<file path="src/design/tmsaa_pkg.sv">
// ----------------------------------------------------------------------------
// tmsaa_pkg
// Shared types and constants of the tiled multisample fetch and resolve block.
// ----------------------------------------------------------------------------
package tmsaa_pkg;

   // Fixed field widths
   localparam int ADDR_W  = 22;
   localparam int WORD_W  = 32;
   localparam int COORD_W = 13;
   localparam int CFG_W   = 11;
   localparam int COL_W   = 6;

   // Request opcodes
   localparam logic OP_WRITE   = 1'b0;
   localparam logic OP_RESOLVE = 1'b1;

   // Configuration register indexes
   localparam logic [1:0] REG_PITCH  = 2'd0;
   localparam logic [1:0] REG_BASE   = 2'd1;
   localparam logic [1:0] REG_LOADED = 2'd2;

   // Configuration reset values
   localparam logic [CFG_W-1:0]  PITCH_RESET  = 11'd1;
   localparam logic [CFG_W-1:0]  BASE_RESET   = 11'd0;
   localparam logic [ADDR_W-1:0] LOADED_RESET = 22'd2621440;

   // Sequencer states
   typedef enum logic [1:0] {
      ST_IDLE,
      ST_TILE,
      ST_FETCH,
      ST_RESOLVE
   } state_type;

   // Tile address result handed from the tile calculator to the sequencer
   typedef struct packed {
      logic              done;
      logic [ADDR_W-1:0] tile_base;
      logic [COL_W-1:0]  col;
   } tile_info_type;

endpackage

</file>
<file path="src/design/tmsaa_tile_calc.sv">
// ----------------------------------------------------------------------------
// tmsaa_tile_calc
// Five-stage pipeline that turns a pixel position into the word address of
// its tile and the even column inside the tile. The tile index is reduced
// modulo the tile count by a reciprocal multiply and one correction step.
// ----------------------------------------------------------------------------
module tmsaa_tile_calc #(
   parameter int TILE_COUNT = 2048
) (
   input  logic                           clock,
   input  logic                           reset,
   input  logic                           start,
   input  logic [tmsaa_pkg::COORD_W-1:0]  pixel_x,
   input  logic [tmsaa_pkg::COORD_W-1:0]  pixel_y,
   input  logic [tmsaa_pkg::CFG_W-1:0]    pitch,
   input  logic [tmsaa_pkg::CFG_W-1:0]    base,
   output tmsaa_pkg::tile_info_type       info
);

   localparam int SUM_W = tmsaa_pkg::ADDR_W;
   localparam int RCP_W = SUM_W + 1;
   localparam int TCW   = $clog2(TILE_COUNT + 1);
   localparam int RW    = TCW + 1;
   localparam logic [RCP_W-1:0]     RECIP = RCP_W'((64'd1 << SUM_W) / TILE_COUNT);
   localparam logic [SUM_W-1:0]     TC_S  = SUM_W'(TILE_COUNT);
   localparam logic [RW-1:0]        TC_R  = RW'(TILE_COUNT);

   logic [4:0]                       vld_ff;
   logic [20:0]                      prod_ff;
   logic [7:0]                       xq_ff;
   logic [11:0]                      xe_ff;
   logic [SUM_W-1:0]                 sum_ff;
   logic [tmsaa_pkg::COL_W-1:0]      col_ff;
   logic [SUM_W-1:0]                 qe_ff;
   logic [RW-1:0]                    rem_ff;
   logic [SUM_W-1:0]                 tile_base_ff;

   logic [20:0]                      prod_in;
   logic [17:0]                      xq_prod;
   logic [SUM_W-1:0]                 sum_in;
   logic [12:0]                      xe_full;
   logic [12:0]                      x40;
   logic [12:0]                      col_diff;
   logic [SUM_W+RCP_W-1:0]           rcp_prod;
   logic [SUM_W-1:0]                 qm;
   logic [SUM_W-1:0]                 rem_diff;
   logic [RW-1:0]                    tile_in;
   logic [SUM_W-1:0]                 tile_ext;

   // stage 1: tile row times pitch, tile column by reciprocal of five
   always_comb begin
      prod_in = {11'd0, pixel_y[12:3]} * {10'd0, pitch};
      xq_prod = {8'd0, pixel_x[12:3]} * 18'd205;
   end

   // stage 2: unreduced tile index and column inside the tile
   always_comb begin
      sum_in   = {1'b0, prod_ff} + {11'd0, base} + {14'd0, xq_ff};
      xe_full  = {xe_ff, 1'b0};
      x40      = {xq_ff, 5'b0} + {2'b0, xq_ff, 3'b0};
      col_diff = xe_full - x40;
   end

   // stage 3 and 4: estimated quotient, then remainder below twice the count
   always_comb begin
      rcp_prod = {{RCP_W{1'b0}}, sum_ff} * {{SUM_W{1'b0}}, RECIP};
      qm       = qe_ff * TC_S;
      rem_diff = sum_ff - qm;
   end

   // stage 5: final correction and scale by the tile size
   always_comb begin
      tile_in  = (rem_ff >= TC_R) ? (rem_ff - TC_R) : rem_ff;
      tile_ext = SUM_W'(tile_in);
   end

   // advance the stage valids
   always_ff @(posedge clock) begin
      if (reset) begin
         vld_ff <= '0;
      end else begin
         vld_ff <= {vld_ff[3:0], start};
      end
   end

   // payload stages
   always_ff @(posedge clock) begin
      if (start) begin
         prod_ff <= prod_in;
         xq_ff   <= xq_prod[17:10];
         xe_ff   <= pixel_x[12:1];
      end
      if (vld_ff[0]) begin
         sum_ff <= sum_in;
         col_ff <= col_diff[tmsaa_pkg::COL_W-1:0];
      end
      if (vld_ff[1]) begin
         qe_ff <= rcp_prod[2*SUM_W-1:SUM_W];
      end
      if (vld_ff[2]) begin
         rem_ff <= rem_diff[RW-1:0];
      end
      if (vld_ff[3]) begin
         tile_base_ff <= (tile_ext << 10) + (tile_ext << 8);
      end
   end

   assign info.done      = vld_ff[4];
   assign info.tile_base = tile_base_ff;
   assign info.col       = col_ff;

endmodule

</file>
<file path="config.mk">
export PLATFORM = sky130hd
export DESIGN_NAME = tmsaa_tile_calc
export DESIGN_NICKNAME = d
export VERILOG_FILES = /design/src/design/tmsaa_pkg.sv /design/src/design/tmsaa_tile_calc.sv
export SDC_FILE = /design/constraint.sdc
export NUM_CORES = 1
export LEC_CHECK = 0
export ABC_AREA = 1
export BUFFER_PORTS_ARGS = -buffer_cell sky130_fd_sc_hd__clkbuf_2
export CORE_AREA = 2 2 163 165
export CTS_BUF_LIST = sky130_fd_sc_hd__clkbuf_4
export DETAILED_ROUTE_END_ITERATION = 8
export DIE_AREA = 0 0 165 167
export HOLD_SLACK_MARGIN = 0.06
export REMOVE_ABC_BUFFERS = 1
export SLEW_MARGIN = 20
export SYNTH_ARGS = -nofsm -noshare
export SYNTH_HDL_FRONTEND = slang
export SYNTH_SLANG_ARGS = --single-unit
</file>
<file path="constraint.sdc">
create_clock -name clock -period 8.8 [get_ports clock]
set_input_delay 1.32 -clock clock [delete_from_list [all_inputs] [get_ports clock]]
set_output_delay 1.32 -clock clock [all_outputs]
set_load 0.005 [all_outputs]
</file>
==> results.md, run 1 <==
- HPWL after DPL: roughly 12 mm
- Post-DRT Antenna Nets: 0
- Synth top cells by count: 207 x inv_1, 202 x nand2_1, 106 x ha_1, 73 x edfxtp_1, 72 x fa_1
- Postcts setup bufs: 0
- Antenna violations before repair: 0
- Final setup TNS: 0 ns
- Post-synth EDFFs: 73
- Post-CTS sizing: 0
- Slew of the pin with the lowest slew margin: about 0.91 ns
- First-pass GRT wire length: roughly 25 mm
- Crit path DAT: between 5 and 6 ns
- GRT Max-Usage Layer: met2
- Routed via count: around 5.5k
- Final hold violations: 0
- Library cells used by synthesis: 35
- Tot Pwr: 2.17 mW
- Synth Flop Type: edfxtp_1
- Number of max-cap violations: 0
- # rows: 59
- Layout cells sized above 1: 9.34%
- Grt total ovfl: 0
- Worst-path clk slew: about 0.12 ns
- Worst reg2reg setup slack: 6.24 ns
- Met3 Use GR: 1.05%
- Async SR Flop Fraction: 0%
- Clock root cell: clkbuf_4
- Pint: around 1.3 mW
- Switching pwr: approximately 0.89 mW
- CTS tree: built
- Worst hold-check path type: reg -> reg
- Clock Latency Late Sink: 0.42 ns
- Port Buffers: 66
- H-tree Lvls: 3
- Crit share post-route: around 62%
- Total Wirelength: about 15 mm
- Instance count of the mapped netlist: between 800 and 900
- Max Transition Viols Final: 0
- Ant. Diodes: 0
- R2r worst-path depth: 11
- Remaining design rule violation count: 0
- Most common cell in the netlist: inv_1
- Final Setup Violations: 0
- Iteration-0 DRC count of the detailed router: about 220
- R2r endpoint: tile_base_ff[20]$_DFFE_PP_
- Total track usage: between 10% and 20%
- CTS sink count: ~80
- Critical path peak fanout: 11
- Status: finished clean
- Num CTS Buffers: 9
- Met1 usage: between 10% and 20%
- Origin of the worst setup path: pixel_y[6]
- Comb pwr share: around three fifths
- Min cycle time layout: 5.46 ns
- Pleak: 4.64 nW
- Gp weighted congestion: 0.826
- Clock Skew: 0.0202 ns
- Synthesis warning total: 0
- WHS Path Cells: 0
- GR Util met2: between 20% and 30%
- CTS max path bufs: 2
- Final #Nets: ~1.2k
- CP required: 8.97 ns
- Die extent in x: between 150 and 200 um
- Fillers: approximately 2.6k
- Area Growth Syn to Fin: 10.4%
- Effective utilization at floorplan: between 30% and 40%
- Vias in the first global route: 5494
- CP Capture Type: register
- Flop pwr share: approximately 29%
- Kind of critical path: in -> reg
- Mapped cell area: between 0.007 and 0.008 mm2
- Die Ht: 167 um
- CTS Hold Bufs: 0
- Max Freq: between 0.15 and 0.2 GHz
- Rel. slew slack: around two fifths
- Non-Filler Instances: between 1k and 1.5k
- Ports: 80
- Setup crit end: prod_ff[11]$_DFFE_PP_
- Top post-synthesis cells by area: edfxtp_1 28%, fa_1 18%, ha_1 17%
- Largest net degree at the start of global routing: 28
- VDD IR max: 97.1 uV
- Synth Register Bits: 78
- Reg-to-reg startpoint: rem_ff[1]$_DFFE_PP_
- Syn_area_per_cell: about 9 um2
- Core region area: ~0.026 mm2
- Die Area: between 0.02 and 0.03 mm2
- Dpl cells: roughly 1.3k
- Wirelength per Cell: 11.4 um
- Post-synth top area share: between 20% and 30%
- CP Launch Type: input port
- Routed vias/inst: 4.31
- Yosys top cell by area: edfxtp_1
- Sequential share of the synthesized area: between 20% and 30%
- Unrepaired setup endpoints after global routing: false
- PwrDens: about 250 mW/mm2
- Net Sw Frac: ~41%
- Clock Power Share: between 10% and 20%
- Drt first pass iters: 5
[cell type report]
cell class              count  area (um2)  share of cell area [%]
inverters                 208         781                    8.98
repair buffers             66         330                    3.80
well taps                 335         419                    4.82
multi-input cells         574        4690                    53.9
flip-flops and latches     78        2290                    26.4
clock buffers              12        90.1                    1.04
clock inverters             4        95.1                    1.09
[per-stage QoR]
step	hold WS (ns)	setup slack, ns	instance area (um2)	util [%]
2_1_floorplan	0.400	3.37	7760	-
3_3_place_gp	0.401	2.90	8510	33.0
3_5_place_dp	0.405	2.89	8510	33.0
4_1_cts	0.428	3.35	8700	33.8
5_1_grt	0.435	3.11	8700	33.8
6_report	0.420	3.34	8700	33.8
[flip-flops by register name, indices dropped and copies added (netlist names)]
signal        cells
rem_ff           13
tile_base_ff     14
xq_ff             8
qe_ff             2
sum_ff           13
vld_ff            5
prod_ff          13
xe_ff             5
col_ff            5
[worst min path at each step]
stage                               from                    to
finish              sum_ff[10]$_DFFE_PP_  rem_ff[10]$_DFFE_PP_
global route        sum_ff[10]$_DFFE_PP_  rem_ff[10]$_DFFE_PP_
CTS                 sum_ff[10]$_DFFE_PP_  rem_ff[10]$_DFFE_PP_
detailed placement   sum_ff[6]$_DFFE_PP_   rem_ff[6]$_DFFE_PP_
global placement      xe_ff[1]$_DFFE_PP_   col_ff[2]$_DFFE_PP_
floorplan             xe_ff[0]$_DFFE_PP_   col_ff[1]$_DFFE_PP_
[logic make-up (layout without fill, tap and decap cells)]
kind of cell / Yosys count / count (layout) / share of synthesized area (%)
other: 1 / 9 / 0.0476
DFF: 78 / 78 / 29.1
xor gates and xnor gates: 42 / 42 / 4.67
adders and majority gates: 178 / 178 / 35.1
and+or+nand+nor: 280 / 280 / 14.4
buffers and inverters: 232 / 290 / 11.8
AOI/OAI and AO/OA: 65 / 65 / 4.88
[power by group through the flow]
| stage | sequential [mW] | clock, mW | combinational [mW] |
|---|---|---|---|
| finish | 0.619 | 0.274 | 1.27 |
| global route | 0.629 | 0.296 | 1.52 |
| CTS | 0.621 | 0.283 | 1.29 |
| detailed placement | 0.630 | 0 | 1.28 |
| global placement | 0.628 | 0 | 1.26 |
| floorplan | 0.619 | 0 | 1.03 |
[critical path, stage by stage]
cell	delay (ns)
clkbuf_2	0.25
nand2_1	0.13
fa_1	0.54
inv_1	0.05
fa_1	0.50
inv_1	0.05
fa_1	0.47
inv_1	0.05
fa_1	0.52
inv_1	0.05
fa_1	0.52
inv_1	0.04
ha_1	0.34
nand2_1	0.09
or2_2	0.29
nand3_1	0.10
nand2_1	0.06
nand2_1	0.05
a21oi_1	0.07
xnor2_1	0.13
[cells in the final DEF (no fill, tap or decap), drive strengths merged, types with 2 or more instances in the layout]
cell type / n
ha: 106
nand2: 205
o31ai: 2
a21o: 7
inv: 208
edfxtp: 73
a211oi: 2
fa: 72
o211ai: 2
a31oi: 2
nor3: 4
nand3b: 2
bufinv: 3
nand4: 5
o2111ai: 2
nor4: 2
nand3: 33
clkbuf: 78
dfxtp: 5
o21ai: 11
conb: 9
nor2: 27
xor2: 24
xnor2: 18
a21oi: 32
a221oi: 2
[layer usage]
layer	share of wire (%)	vias up
li1	-	2842
met1	46	2543
met2	50	94
met3	3.1	19
met4	1.3	0
met5	0	-
Power figures use the tool's default switching activity.
==> inputs of run 2 (changes only) <==
==> constraint.sdc (replaced) <==
create_clock -name clock -period 4.4 [get_ports clock]
set_input_delay 0.66 -clock clock [delete_from_list [all_inputs] [get_ports clock]]
set_output_delay 0.66 -clock clock [all_outputs]
set_load 0.005 [all_outputs]
==> run 2 against run 1 <==
Net effect: the run now ends with setup timing left; non-clock buffer count increased by 63; routed wire length increased by 5.8%; combinational power increased to 2.6 times the previous value; utilization increased by 3.2 points; worst setup slack got worse by 3.4 ns; sequential power increased by 100%; critical path depth increased by 1; via count increased by 3.9%; worst hold slack improved by 0.0076 ns; final cell count increased by 5.1%; critical endpoint is now prod_ff[12]$_DFFE_PP_; largest cell class unchanged.
==> results.md, run 2 (same netlist as run 1, synthesis figures left out) <==
- Worst hold-check path type: reg -> reg
- Comb pwr share: around two thirds
- Worst stage delay on the critical path: approximately 0.53 ns
- Final #Nets: between 1k and 1.5k
- Unrepaired setup endpoints after global routing: true
- Layout cells sized above 1: between 15 and 20%
- Largest net degree at the start of global routing: 28
- H-tree Lvls: 3
- Post-DRT Antenna Nets: 0
- Max Transition Viols Final: 0
- Crit path DAT: 4.61 ns
- Worst reg2reg setup slack: roughly 1.9 ns
- Total Wirelength: approximately 15 mm
- Drt first pass iters: 4
- Max Freq: 0.226 GHz
- Largest Register: tile_base_ff
- Kind of critical path: in -> reg
- Min cycle time layout: 4.43 ns
- CTS max path bufs: 2
- Setup crit end: prod_ff[12]$_DFFE_PP_
- First-pass GRT wire length: ~26 mm
- Cell Chain, Critical Path: buf_8, buf_6, buf_6, nand2_4, inv_2, fa_1, fa_1, fa_1, fa_1, inv_2, fa_2, inv_2, ha_4, nand2_4, nor2_4, nand2_1, nand2_1, a31oi_2, buf_4, nand3_2, nand2_1
- Wirelength per Cell: around 11 um
- Iteration-0 DRC count of the detailed router: about 250
- Total track usage: 11.7%
- PwrDens: roughly 530 mW/mm2
- Sequential Area: between 0.002 and 0.0025 mm2
- Crit share post-route: 101%
- Non-Filler Instances: between 1k and 1.5k
- Die Area: 0.0276 mm2
- Worst setup margin: -0.0288 ns
- Num CTS Buffers: 9
- Die extent in x: 165 um
- Clock Skew: 0.0135 ns
- Worst hold slack: around 0.43 ns
- Clock Latency Late Sink: roughly 0.42 ns
- # rows: 59
- Pint: 2.98 mW
- R2r worst-path depth: 12
- Number of max-cap violations: 0
- Reg-to-reg startpoint: rem_ff[1]$_DFFE_PP_
- CP required: between 4 and 5 ns
- Origin of the worst setup path: pitch[6]
- CTS tree: built
- Multi-input logic area: ~0.0049 mm2
- Antenna violations before repair: 2
- Post-layout util: between 30% and 40%
- Commonest non-fill, non-tap cell in the layout: inv_1
- VDD IR max: between 200 and 300 uV
- Area Growth Syn to Fin: 20.9%
- Fillers: approximately 2.6k
- Effective utilization at floorplan: 30.6%
- Final Setup Violations: 1
- CP Launch Type: input port
- Status: complete, but fails checks
- Max FFs per register: 14
- Remaining design rule violation count: 0
- Ports: 80
- CP Capture Type: register
- Clock Power Share: a little under a tenth
- Flop pwr share: approximately a quarter
- Die Ht: around 170 um
- Vias in the first global route: between 5k and 6k
- Pleak: about 5 nW
- Slew of the pin with the lowest slew margin: around 0.85 ns
- Core region area: around 0.026 mm2
- Gp weighted congestion: between 0.8 and 0.9
- Most frequent cells in the layout: 196 x inv_1, 187 x nand2_1, 96 x ha_1
- Final setup TNS: -0.0288 ns
- Dpl cells: around 1.3k
- Critical path peak fanout: 3
- HPWL after DPL: 12.9 mm
- Cell area after layout: 0.00952 mm2
- CTS Hold Bufs: 0
- Failing checks: setup timing
- Switching pwr: 2.03 mW
- DP Area: a little under 0.009 mm2
- Routed vias/inst: 4.26
- Rel. slew slack: between 40 and 50%
- CP dominant cell by count: fa_1
- Routed via count: between 5k and 6k
- Port Buffers: 66
- R2r endpoint: tile_base_ff[21]$_DFFE_PP_
- Clock root cell: clkbuf_4
- Critical path's slowest cell: fa_1
- Net Sw Frac: between 40 and 50%
- Grt total ovfl: 0
- Worst-path clk slew: 0.12 ns
- CTS sink count: between 70 and 80
- Final hold violations: 0
run 2: cell count changes in the layout (fill, tap and decap cells not counted), moves of 11 or more:
cell | before | now
buf_4 | 0 | 51
inv_2 | 1 | 12
nand2_1 | 202 | 187
buf_6 | 0 | 12
inv_1 | 207 | 196
run 2: critical path: cells and delay by family:
family / cells / cell delay (ns)
adders and majority gates: 6 / 2.81
buffers and inverters: 7 / 0.61
and+or+nand+nor: 7 / 0.47
AOI/OAI and AO/OA: 1 / 0.05
run 2: per-layer routing:
metal | global-route usage, % | vias up | wire length [um]
li1 | - | 2967 | -
met1 | 14.3 | 2628 | 6790
met2 | 21.3 | 100 | 7810
met3 | 1.44 | 18 | 490
met4 | 3.52 | 0 | 309
met5 | 0 | - | 0
run 2: how the worst min path moves through the flow:
stage / depth (start not counted) / from / slack [ns] / to
CTS: 1 / pixel_x[2] / 0.38 / xe_ff[1]$_DFFE_PP_
global placement: 0 / xe_ff[1]$_DFFE_PP_ / 0.40 / col_ff[2]$_DFFE_PP_
floorplan: 0 / xe_ff[0]$_DFFE_PP_ / 0.40 / col_ff[1]$_DFFE_PP_
global route: 1 / pixel_x[2] / 0.38 / xe_ff[1]$_DFFE_PP_
detailed placement: 0 / xe_ff[1]$_DFFE_PP_ / 0.41 / col_ff[2]$_DFFE_PP_
finish: 0 / sum_ff[9]$_DFFE_PP_ / 0.43 / rem_ff[9]$_DFFE_PP_
run 2: what timing repair did:
item                                    in CTS  in global routing
endpoints found under the setup margin       5                  5
gates resized for setup                     20                 74
setup buffers                               11                  4
pin swaps                                   14                 45
run 2: cell type report:
cell class                 count  share of cell area, %
clock buffer                  10                  0.788
inverter                     208                   8.20
timing repair buffer         129                   9.87
sequential                    78                   24.1
antenna                        2                 0.0526
clock inverter                 6                  0.907
tap                          335                   4.40
multi-input combinational    574                   51.7
run 2: power groups by stage:
stage               clock network, mW  logic (mW)  registers, mW
floorplan                           0        2.05           1.24
global route                    0.532        3.78           1.26
detailed placement                  0        2.84           1.26
finish                          0.473        3.30           1.24
CTS                             0.497        3.02           1.24
global placement                    0        2.77           1.25
run 2: through the flow:
step	setup WS [ns]	power, mW
after floorplan	-0.374	3.29
after global placement	-0.577	4.02
after detailed placement	-0.659	4.10
after CTS	0.00117	4.75
after global routing	-0.122	5.57
final	-0.0288	5.01
